## src/sv/x86mov_pkg.sv

```systemverilog
`default_nettype none

package x86mov_pkg;

   typedef enum logic [1:0] {
      FORM_RM      = 2'd0,
      FORM_IMM_REG = 2'd1,
      FORM_IMM_RM  = 2'd2,
      FORM_INVALID = 2'd3
   } form_type;

   localparam logic [1:0] DISP_NONE = 2'd0;
   localparam logic [1:0] DISP_BYTE = 2'd1;
   localparam logic [1:0] DISP_WORD = 2'd2;

   localparam logic [1:0] MODE_MEM    = 2'd0;
   localparam logic [1:0] MODE_DISP8  = 2'd1;
   localparam logic [1:0] MODE_DISP16 = 2'd2;
   localparam logic [2:0] RM_DIRECT   = 3'd6;

   // decode state of the instruction in flight; also the shape of a result
   typedef struct packed {
      logic [2:0]  idx;
      form_type    form;
      logic        dir;
      logic        wide;
      logic [2:0]  reg_f;
      logic [1:0]  mode;
      logic [2:0]  rm;
      logic [1:0]  disp_cnt;
      logic [2:0]  len;
      logic [15:0] disp;
      logic [15:0] imm;
   } state_type;

endpackage

`default_nettype wire

```

## src/sv/x86_16_mov_byte_decoder.sv

```systemverilog
`default_nettype none

// 8086 MOV decoder fed one code byte per request. It recognizes 100010dw,
// 1011wreg and 1100011w by exact pattern, collects the ModRM byte, 0-2
// displacement bytes and 1-2 immediate bytes, and returns one decoded
// record on the request that carries the last byte of an instruction; any
// other first byte returns an invalid record of length 1. A byte is taken
// every cycle: the decode is one combinational step from the instruction
// state register into the result register, and the result register frees
// in the same cycle it is read, so req_ready drops only while a result
// waits and rsp_ready is low. A record appears in the cycle after its last byte.
module x86_16_mov_byte_decoder (
   input  logic        clock,
   input  logic        reset,
   input  logic        req_valid,
   output logic        req_ready,
   input  logic [7:0]  req_code_byte,
   output logic        rsp_valid,
   input  logic        rsp_ready,
   output logic [1:0]  rsp_form,
   output logic        rsp_to_register,
   output logic        rsp_wide,
   output logic [2:0]  rsp_reg_field,
   output logic [1:0]  rsp_mode_field,
   output logic [2:0]  rsp_rm_field,
   output logic [1:0]  rsp_disp_bytes,
   output logic [15:0] rsp_displacement,
   output logic [15:0] rsp_immediate,
   output logic [2:0]  rsp_length
);
   import x86mov_pkg::*;

   state_type state_ff;
   state_type state_in;
   state_type rsp_ff;
   logic      rsp_valid_ff;
   logic      rsp_valid_in;
   logic      done;
   logic      accept;

   x86mov_step u_step (
      .st        (state_ff),
      .code_byte (req_code_byte),
      .st_next   (state_in),
      .done      (done)
   );

   assign req_ready = !rsp_valid_ff || rsp_ready;
   assign accept    = req_valid && req_ready;

   always_comb begin
      rsp_valid_in = rsp_valid_ff && !rsp_ready;
      if (accept && done) begin
         rsp_valid_in = 1'b1;
      end
   end

   always_ff @(posedge clock) begin
      if (reset) begin
         state_ff     <= '0;
         rsp_valid_ff <= 1'b0;
      end else begin
         rsp_valid_ff <= rsp_valid_in;
         if (accept) begin
            state_ff <= state_in;
         end
      end
   end

   always_ff @(posedge clock) begin
      if (accept && done) begin
         rsp_ff <= state_in;
      end
   end

   assign rsp_valid        = rsp_valid_ff;
   assign rsp_form         = rsp_ff.form;
   assign rsp_to_register  = rsp_ff.dir;
   assign rsp_wide         = rsp_ff.wide;
   assign rsp_reg_field    = rsp_ff.reg_f;
   assign rsp_mode_field   = rsp_ff.mode;
   assign rsp_rm_field     = rsp_ff.rm;
   assign rsp_disp_bytes   = rsp_ff.disp_cnt;
   assign rsp_displacement = rsp_ff.disp;
   assign rsp_immediate    = rsp_ff.imm;
   assign rsp_length       = rsp_ff.len;

   a_idx_in_range: assert property (@(posedge clock) disable iff (reset)
      state_ff.idx != 3'd0 |-> state_ff.idx < state_ff.len)
      else $error("byte index past instruction length");

   a_invalid_len: assert property (@(posedge clock) disable iff (reset)
      rsp_valid_ff && rsp_ff.form == FORM_INVALID |-> rsp_ff.len == 3'd1)
      else $error("invalid record with length other than one");

   a_imm_reg_shape: assert property (@(posedge clock) disable iff (reset)
      rsp_valid_ff && rsp_ff.form == FORM_IMM_REG |->
         rsp_ff.dir && rsp_ff.disp_cnt == DISP_NONE && rsp_ff.disp == 16'h0000)
      else $error("imm-to-reg record carries displacement");

   a_rm_len: assert property (@(posedge clock) disable iff (reset)
      rsp_valid_ff && rsp_ff.form == FORM_RM |->
         rsp_ff.len == 3'd2 + {1'b0, rsp_ff.disp_cnt})
      else $error("regmem record length mismatch");

   a_result_new_on_done: assert property (@(posedge clock) disable iff (reset)
      accept && done |=> rsp_valid_ff)
      else $error("completed request produced no result");

endmodule

`default_nettype wire

```

## src/sv/x86mov_step.sv

```systemverilog
`default_nettype none

module x86mov_step (
   input  x86mov_pkg::state_type st,
   input  logic [7:0]            code_byte,
   output x86mov_pkg::state_type st_next,
   output logic                  done
);
   import x86mov_pkg::*;

   logic [2:0] pos;
   logic [2:0] pos_inc;
   logic [2:0] q;
   logic [2:0] iq;
   logic [1:0] dc;

   assign pos     = st.idx;
   assign pos_inc = pos + 3'd1;
   assign q       = pos - 3'd2;
   assign iq      = q - {1'b0, st.disp_cnt};

   always_comb begin
      st_next = st;
      dc      = DISP_NONE;
      if (pos == 3'd0) begin
         st_next = '0;
         case (code_byte) inside
            8'b1000_10??: begin
               st_next.form = FORM_RM;
               st_next.dir  = code_byte[1];
               st_next.wide = code_byte[0];
               st_next.len  = 3'd2;
            end
            8'b1011_????: begin
               st_next.form  = FORM_IMM_REG;
               st_next.dir   = 1'b1;
               st_next.wide  = code_byte[3];
               st_next.reg_f = code_byte[2:0];
               st_next.len   = code_byte[3] ? 3'd3 : 3'd2;
            end
            8'b1100_011?: begin
               st_next.form = FORM_IMM_RM;
               st_next.wide = code_byte[0];
               st_next.len  = code_byte[0] ? 3'd4 : 3'd3;
            end
            default: begin
               st_next.form = FORM_INVALID;
               st_next.len  = 3'd1;
            end
         endcase
      end else if (st.form == FORM_IMM_REG) begin
         if (pos == 3'd1) begin
            st_next.imm = {8'h00, code_byte};
         end else begin
            st_next.imm[15:8] = code_byte;
         end
      end else if (pos == 3'd1) begin
         st_next.mode = code_byte[7:6];
         st_next.rm   = code_byte[2:0];
         if (st.form == FORM_RM) begin
            st_next.reg_f = code_byte[5:3];
         end
         case (code_byte[7:6])
            MODE_MEM:    dc = (code_byte[2:0] == RM_DIRECT) ? DISP_WORD : DISP_NONE;
            MODE_DISP8:  dc = DISP_BYTE;
            MODE_DISP16: dc = DISP_WORD;
            default:     dc = DISP_NONE;
         endcase
         st_next.disp_cnt = dc;
         st_next.len      = st.len + {1'b0, dc};
      end else if (q < {1'b0, st.disp_cnt}) begin
         if (q == 3'd0) begin
            st_next.disp = {8'h00, code_byte};
         end else begin
            st_next.disp[15:8] = code_byte;
         end
      end else begin
         if (iq == 3'd0) begin
            st_next.imm = {8'h00, code_byte};
         end else begin
            st_next.imm[15:8] = code_byte;
         end
      end

      done        = (pos_inc >= st_next.len);
      st_next.idx = done ? 3'd0 : pos_inc;
   end

endmodule

`default_nettype wire

```

## config.mk

```make
export PLATFORM = sky130hd
export DESIGN_NAME = x86_16_mov_byte_decoder
export DESIGN_NICKNAME = d
export VERILOG_FILES = /design/src/sv/x86mov_pkg.sv /design/src/sv/x86_16_mov_byte_decoder.sv /design/src/sv/x86mov_step.sv
export SDC_FILE = /design/constraint.sdc
export NUM_CORES = 1
export LEC_CHECK = 0
export ABC_AREA = 1
export BUFFER_PORTS_ARGS = -buffer_cell sky130_fd_sc_hd__buf_2
export CORE_MARGIN = 3
export CORE_UTILIZATION = 50
export DETAILED_ROUTE_END_ITERATION = 8
export PLACE_DENSITY = 0.67
export RECOVER_POWER = 25
export SETUP_SLACK_MARGIN = 0.2
export SLEW_MARGIN = 20
export SYNTH_ARGS = -nofsm -noshare
export SYNTH_HDL_FRONTEND = slang
export SYNTH_SLANG_ARGS = --single-unit
export TNS_END_PERCENT = 20
```

## constraint.sdc

```tcl
create_clock -name clock -period 9.8 [get_ports clock]
set_clock_uncertainty 0.1 [all_clocks]
set_input_delay 1.47 -clock clock [delete_from_list [all_inputs] [get_ports clock]]
set_output_delay 1.47 -clock clock [all_outputs]
set_load 0.02 [all_outputs]
```

# After elaboration in Yosys (flattened, before gate mapping)
# Cells that the tools add are included.
[op_classes]
mux = 37
add_sub_neg = 4
n_lt_le_gt_ge = 2
eq_ne = 8
n_reduce_logical = 11
[ops]
columns = ["op", "n"]
rows = [
  ["16-bit 2-to-1 mux", 3],
  ["8-bit 2-to-1 mux", 6],
  ["45-bit 2-to-1 mux", 1],
  ["32-bit 2-to-1 mux", 1],
  ["29-bit 2-to-1 mux", 1],
  ["3-bit 2-to-1 mux", 8],
  ["13-bit 2-to-1 mux", 1],
  ["2-bit 2-to-1 mux", 6],
  ["3-bit logical NOT", 3],
  ["1-bit 2-to-1 mux", 8],
  ["7-bit equality test (second input constant)", 1],
  ["6-bit equality test (second input constant)", 1],
  ["2-bit case mux with 3 select lines", 1],
  ["2-bit by 1-bit equality test with 1-bit output (second input constant)", 2],
  ["4-bit equality test (second input constant)", 1],
  ["2-bit logical NOT", 2],
  ["4-bit 2-to-1 mux", 1],
  ["3-bit by 1-bit adder with 3-bit output (second input constant)", 1],
  ["3-bit by 2-bit adder with 3-bit output", 1],
  ["3-bit by 1-bit equality test with 1-bit output (second input constant)", 1],
  ["3-bit equality test (second input constant)", 1],
  ["3-bit >= comparator", 1],
  ["1-bit logical AND", 3],
  ["3-bit by 2-bit less-than comparator with 1-bit output", 1],
  ["other kinds (5)", 6],
]
[totals]
word_cells = 84
out_inout_bits = 51
reg_bits = 102
inputBits = 12

# Depth between registers and ports, before layout
[depth]
word_depth = 13
mapped_depth = 17
ltp_nobuf = 17

# Modules after synthesis
# Synthesis repeated with hierarchy kept, for this count alone.
[unflattened]
hier_cells = 730
hier_area_um2 = 5716.7
[by_module_without_submodules]
columns = ["module", "instances", "cells_each", "area_per_inst_um2", "seq_area_each_um2"]
rows = [
  ["x86_16_mov_byte_decoder", 1, 400, 4012.6, 2532.4],
  ["x86mov_step", 1, 330, 1704.1, 0.0],
]

# Worst setup path after synthesis
# No wires, ideal clock.
[synth_path]
path_kind = "input to register"
start = "in req_code_byte[6]"
end = "reg rsp_ff, in the netlist rsp_disp_bytes[0], enable pin"
setup_time_ns = 0.403
slack_ns = 5.119
n_path_buf = 0
stages = 15
required_ns = 9.297
arrival_time_ns = 4.177
cell_sequence = "inv_1 > nor2_1 > ha_1 > inv_1 > fa_1 > o21ai_0 > nand2_1 > nand2_1 > o21a_1 > inv_1 > ha_1 > nand2_1 > o211ai_1 > nand2_1 > inv_1"
[synth_lines]
columns = ["element", "line_no", "text"]
rows = [
  ["from (decl)", "x86_16_mov_byte_decoder.sv:17", "input logic [7:0] req_code_byte,"],
  ["to (signal assigned)", "x86_16_mov_byte_decoder.sv:72", "rsp_ff <= state_in;"],
  ["to (decl)", "x86_16_mov_byte_decoder.sv:35", "state_type rsp_ff;"],
]

==> results.toml <==
[critical_path]
max_stage_delay_ns = 0.76
crit_type = "in -> reg"
r2r_start = "state_ff[50]$_SDFFE_PP0P_"
worstPathCellList = "clkbuf_1 -> inv_1 -> nor2_1 -> ha_1 -> inv_1 -> fa_1 -> o21ai_0 -> nand2_1 -> nand2_1 -> o21a_1 -> inv_1 -> ha_1 -> nand2_1 -> o211ai_1 -> nand2_1 -> inv_2"
cp_data_arrival_time_ns = 4.60
cp-startpoint = "req_code_byte[6]"
critPathLaunchType = "input port"
path_max_fanout = 49
crit_required_ns = 9.71
crit_slowest_cell = "inv_2"
crit_top_cell = "nand2_1"
reg2reg_depth = 15
cp-end-kind = "register"

[die]
coreArea_um2 = 9820
die_w_um = 107
start_util_pct = 51.5
die_area_um2 = 11400
rows = 36
ios = 63
die_h_um = 107

[routing]
drt_iter0_markers = 280
wl_met3_um = 742
routedWlPerCell_um = 14.6
ant_nets = 0
routed_wl_um = 11800
met2_length_um = 5410
drc = 0
wl_met1_um = 5380
avgViaCountPerCell = 5.26
top_layer = "met4"
firstDrtPassIters = 5
vias = 4220

[synthesis]
synth_edf_count = 49
synth_area_um2 = 5060
ys_seq_area_share_pct = 50.1
yosysWarnings = 0
ys_ff_latch = 102
avgSynthCellArea_um2 = 8.13
synth_cells = 622
ys_types = 32
synth_flop_cell = "dfxtp_1"
async_reset_ff_share_pct = 0
synth_nets = 646

[min_path]
holdPathStages = 2
worstHoldStart = "rsp_valid$_SDFF_PP0_"
hold_path.class = "reg -> reg"

[timing]
timing.fmax_mhz = 213
period_needed_ns = 4.69
fin_crit_sh_pct = 47.9
rsz0062_at_grt = "false"
tns_ns = 0
hold_ws_ns = 0.428
setup_violations = 0
hold_violations = 0
drv_slew = 0
slew_headroom_pct = 32.1
worst_pin_slew_ns = 1.02

[global_route]
overflow = 0
grt_pass1_vias = 3926
grt_usage_pct = 20.9
antenna_found_initial = 0
grt_max_degree = 84
grt_pass1_wl_um = 19000

[clock_network]
cts_hold_buf = 0
cts_buffers = 9
ctsHtreeMaxLevel = 3
clock-sinks = 102
clockRootBuffer = "clkbuf_8"
cts.path.max_buffers = 2
cts_tree = "built"
cts_setup_buffers = 0
path_clk_slew_ns = 0.10
worstSkewPairLatency_ns = 0.38
cts_resized = 0

[placement]
gp_routability_congestion = 0.865
portBuffers = 62
hpwl_um = 7720

[final_layout]
layout_commonest_cell = "nand2_1"
area_delta_synth_final_pct = 9.01
n_fill_cell = 960
final_cell_mix = "nand2_1 (116), inv_1 (93), o21ai_0 (79), a21oi_1 (68), dfxtp_1 (53)"
antenna_cells = 0
nNetsFinal = 689
drive_gt1_share_pct = 8.81

[power]
leakage_uw = 0.00256
powerDensity_nw_per_um2 = 354
peakVddDrop_v = 0.000241

[flow_run]
max-cap-violations = 0

[outcome]
status = "finished, final reports clean"
final cells by class:
cell class | count | area, um^2 | share of cell area (%)
clock buffers | 9 | 124 | 2.25
clock inverters | 7 | 57.6 | 1.04
inverters | 104 | 394 | 7.15
multi-input cells | 386 | 1990 | 36.0
flip-flops and latches | 102 | 2530 | 45.9
well taps | 133 | 166 | 3.02
repair buffers | 62 | 250 | 4.54
worst max-delay path, delay by kind of cell:
kind,cells,cell delay (ns)
buffers and inverters,5,1.28
AOI/OAI and AO/OA,3,0.49
adders and majority gates,3,0.84
and+or+nand+nor,5,0.45
per-stage QoR:
step | setup slack (ns) | power [uW] | std cells | utilization [%] | area (um^2)
after global placement | 4.99 | 1700 | 787 | 54.9 | 5390
final | 5.11 | 1950 | 803 | 56.1 | 5510
after detailed placement | 4.87 | 1720 | 787 | 54.9 | 5390
after CTS | 5.24 | 1980 | 803 | 56.7 | 5570
after global routing | 4.82 | 2100 | 803 | 56.1 | 5510
after floorplan | 5.12 | 1470 | 622 | - | 5060
final timing paths:
| check | endpoint | slack, ns |
|---|---|---|
| max | rsp_mode_field[1]$_DFFE_PP_ | 5.11 |
| min | rsp_valid$_SDFF_PP0_ | 0.43 |
| max reg2reg | rsp_mode_field[1]$_DFFE_PP_ | 5.70 |
| min reg2reg | rsp_valid$_SDFF_PP0_ | 0.43 |
cell usage after synthesis, types with 2 or more instances:
master      n  area [um^2]
ha_1       10          125
edfxtp_1   49         1470
a211oi_1    3         22.5
inv_1      96          360
nor2_8      2         40.0
buf_6       3         33.8
nand2_1   116          435
dfxtp_1    53         1060
nand3_1    25          125
o21ai_0    79          395
clkbuf_1   20         75.1
nand2_2     8         50.1
o21ai_1     4         20.0
a31oi_1     8         50.1
nand4_1     2         12.5
buf_2       7         35.0
nand3b_1    4         30.0
fa_1        2         40.0
a211oi_2    3         37.5
nor2_4      3         33.8
o211ai_1    4         30.0
inv_2       7         26.3
a21oi_1    68          340
nor2_1     38          143
sequential cells by signal, indices dropped and copies added (netlist names):
register,flops
rsp_disp_bytes,2
rsp_displacement,16
rsp_form,2
rsp_immediate,16
rsp_length,3
rsp_mode_field,2
rsp_reg_field,3
rsp_rm_field,3
rsp_to_register,1
rsp_valid,1
rsp_wide,1
state_ff,52
report_power, final:
group	internal, uW	switching (uW)
Sequential	690	53.2
Combinational	235	715
Clock	95.5	160
Total	1020	929
metal layers:
layer / track usage, % / vias up
li1: - / 2118
met1: 29.5 / 1930
met2: 32.6 / 147
met3: 3.22 / 25
met4: 7.67 / 0
met5: 0 / -
cells by family after synthesis:
family,after synthesis,synth area share [%]
flip-flops,102,50.1
AND/OR/NAND/NOR,201,17.7
buffers and inverters,134,10.6
XOR/XNOR,1,0.173
adder cells (fa/ha/maj),12,3.27
AO/OA/AOI/OAI,172,18.1
No activity file was read; power rests on OpenSTA's default activity.
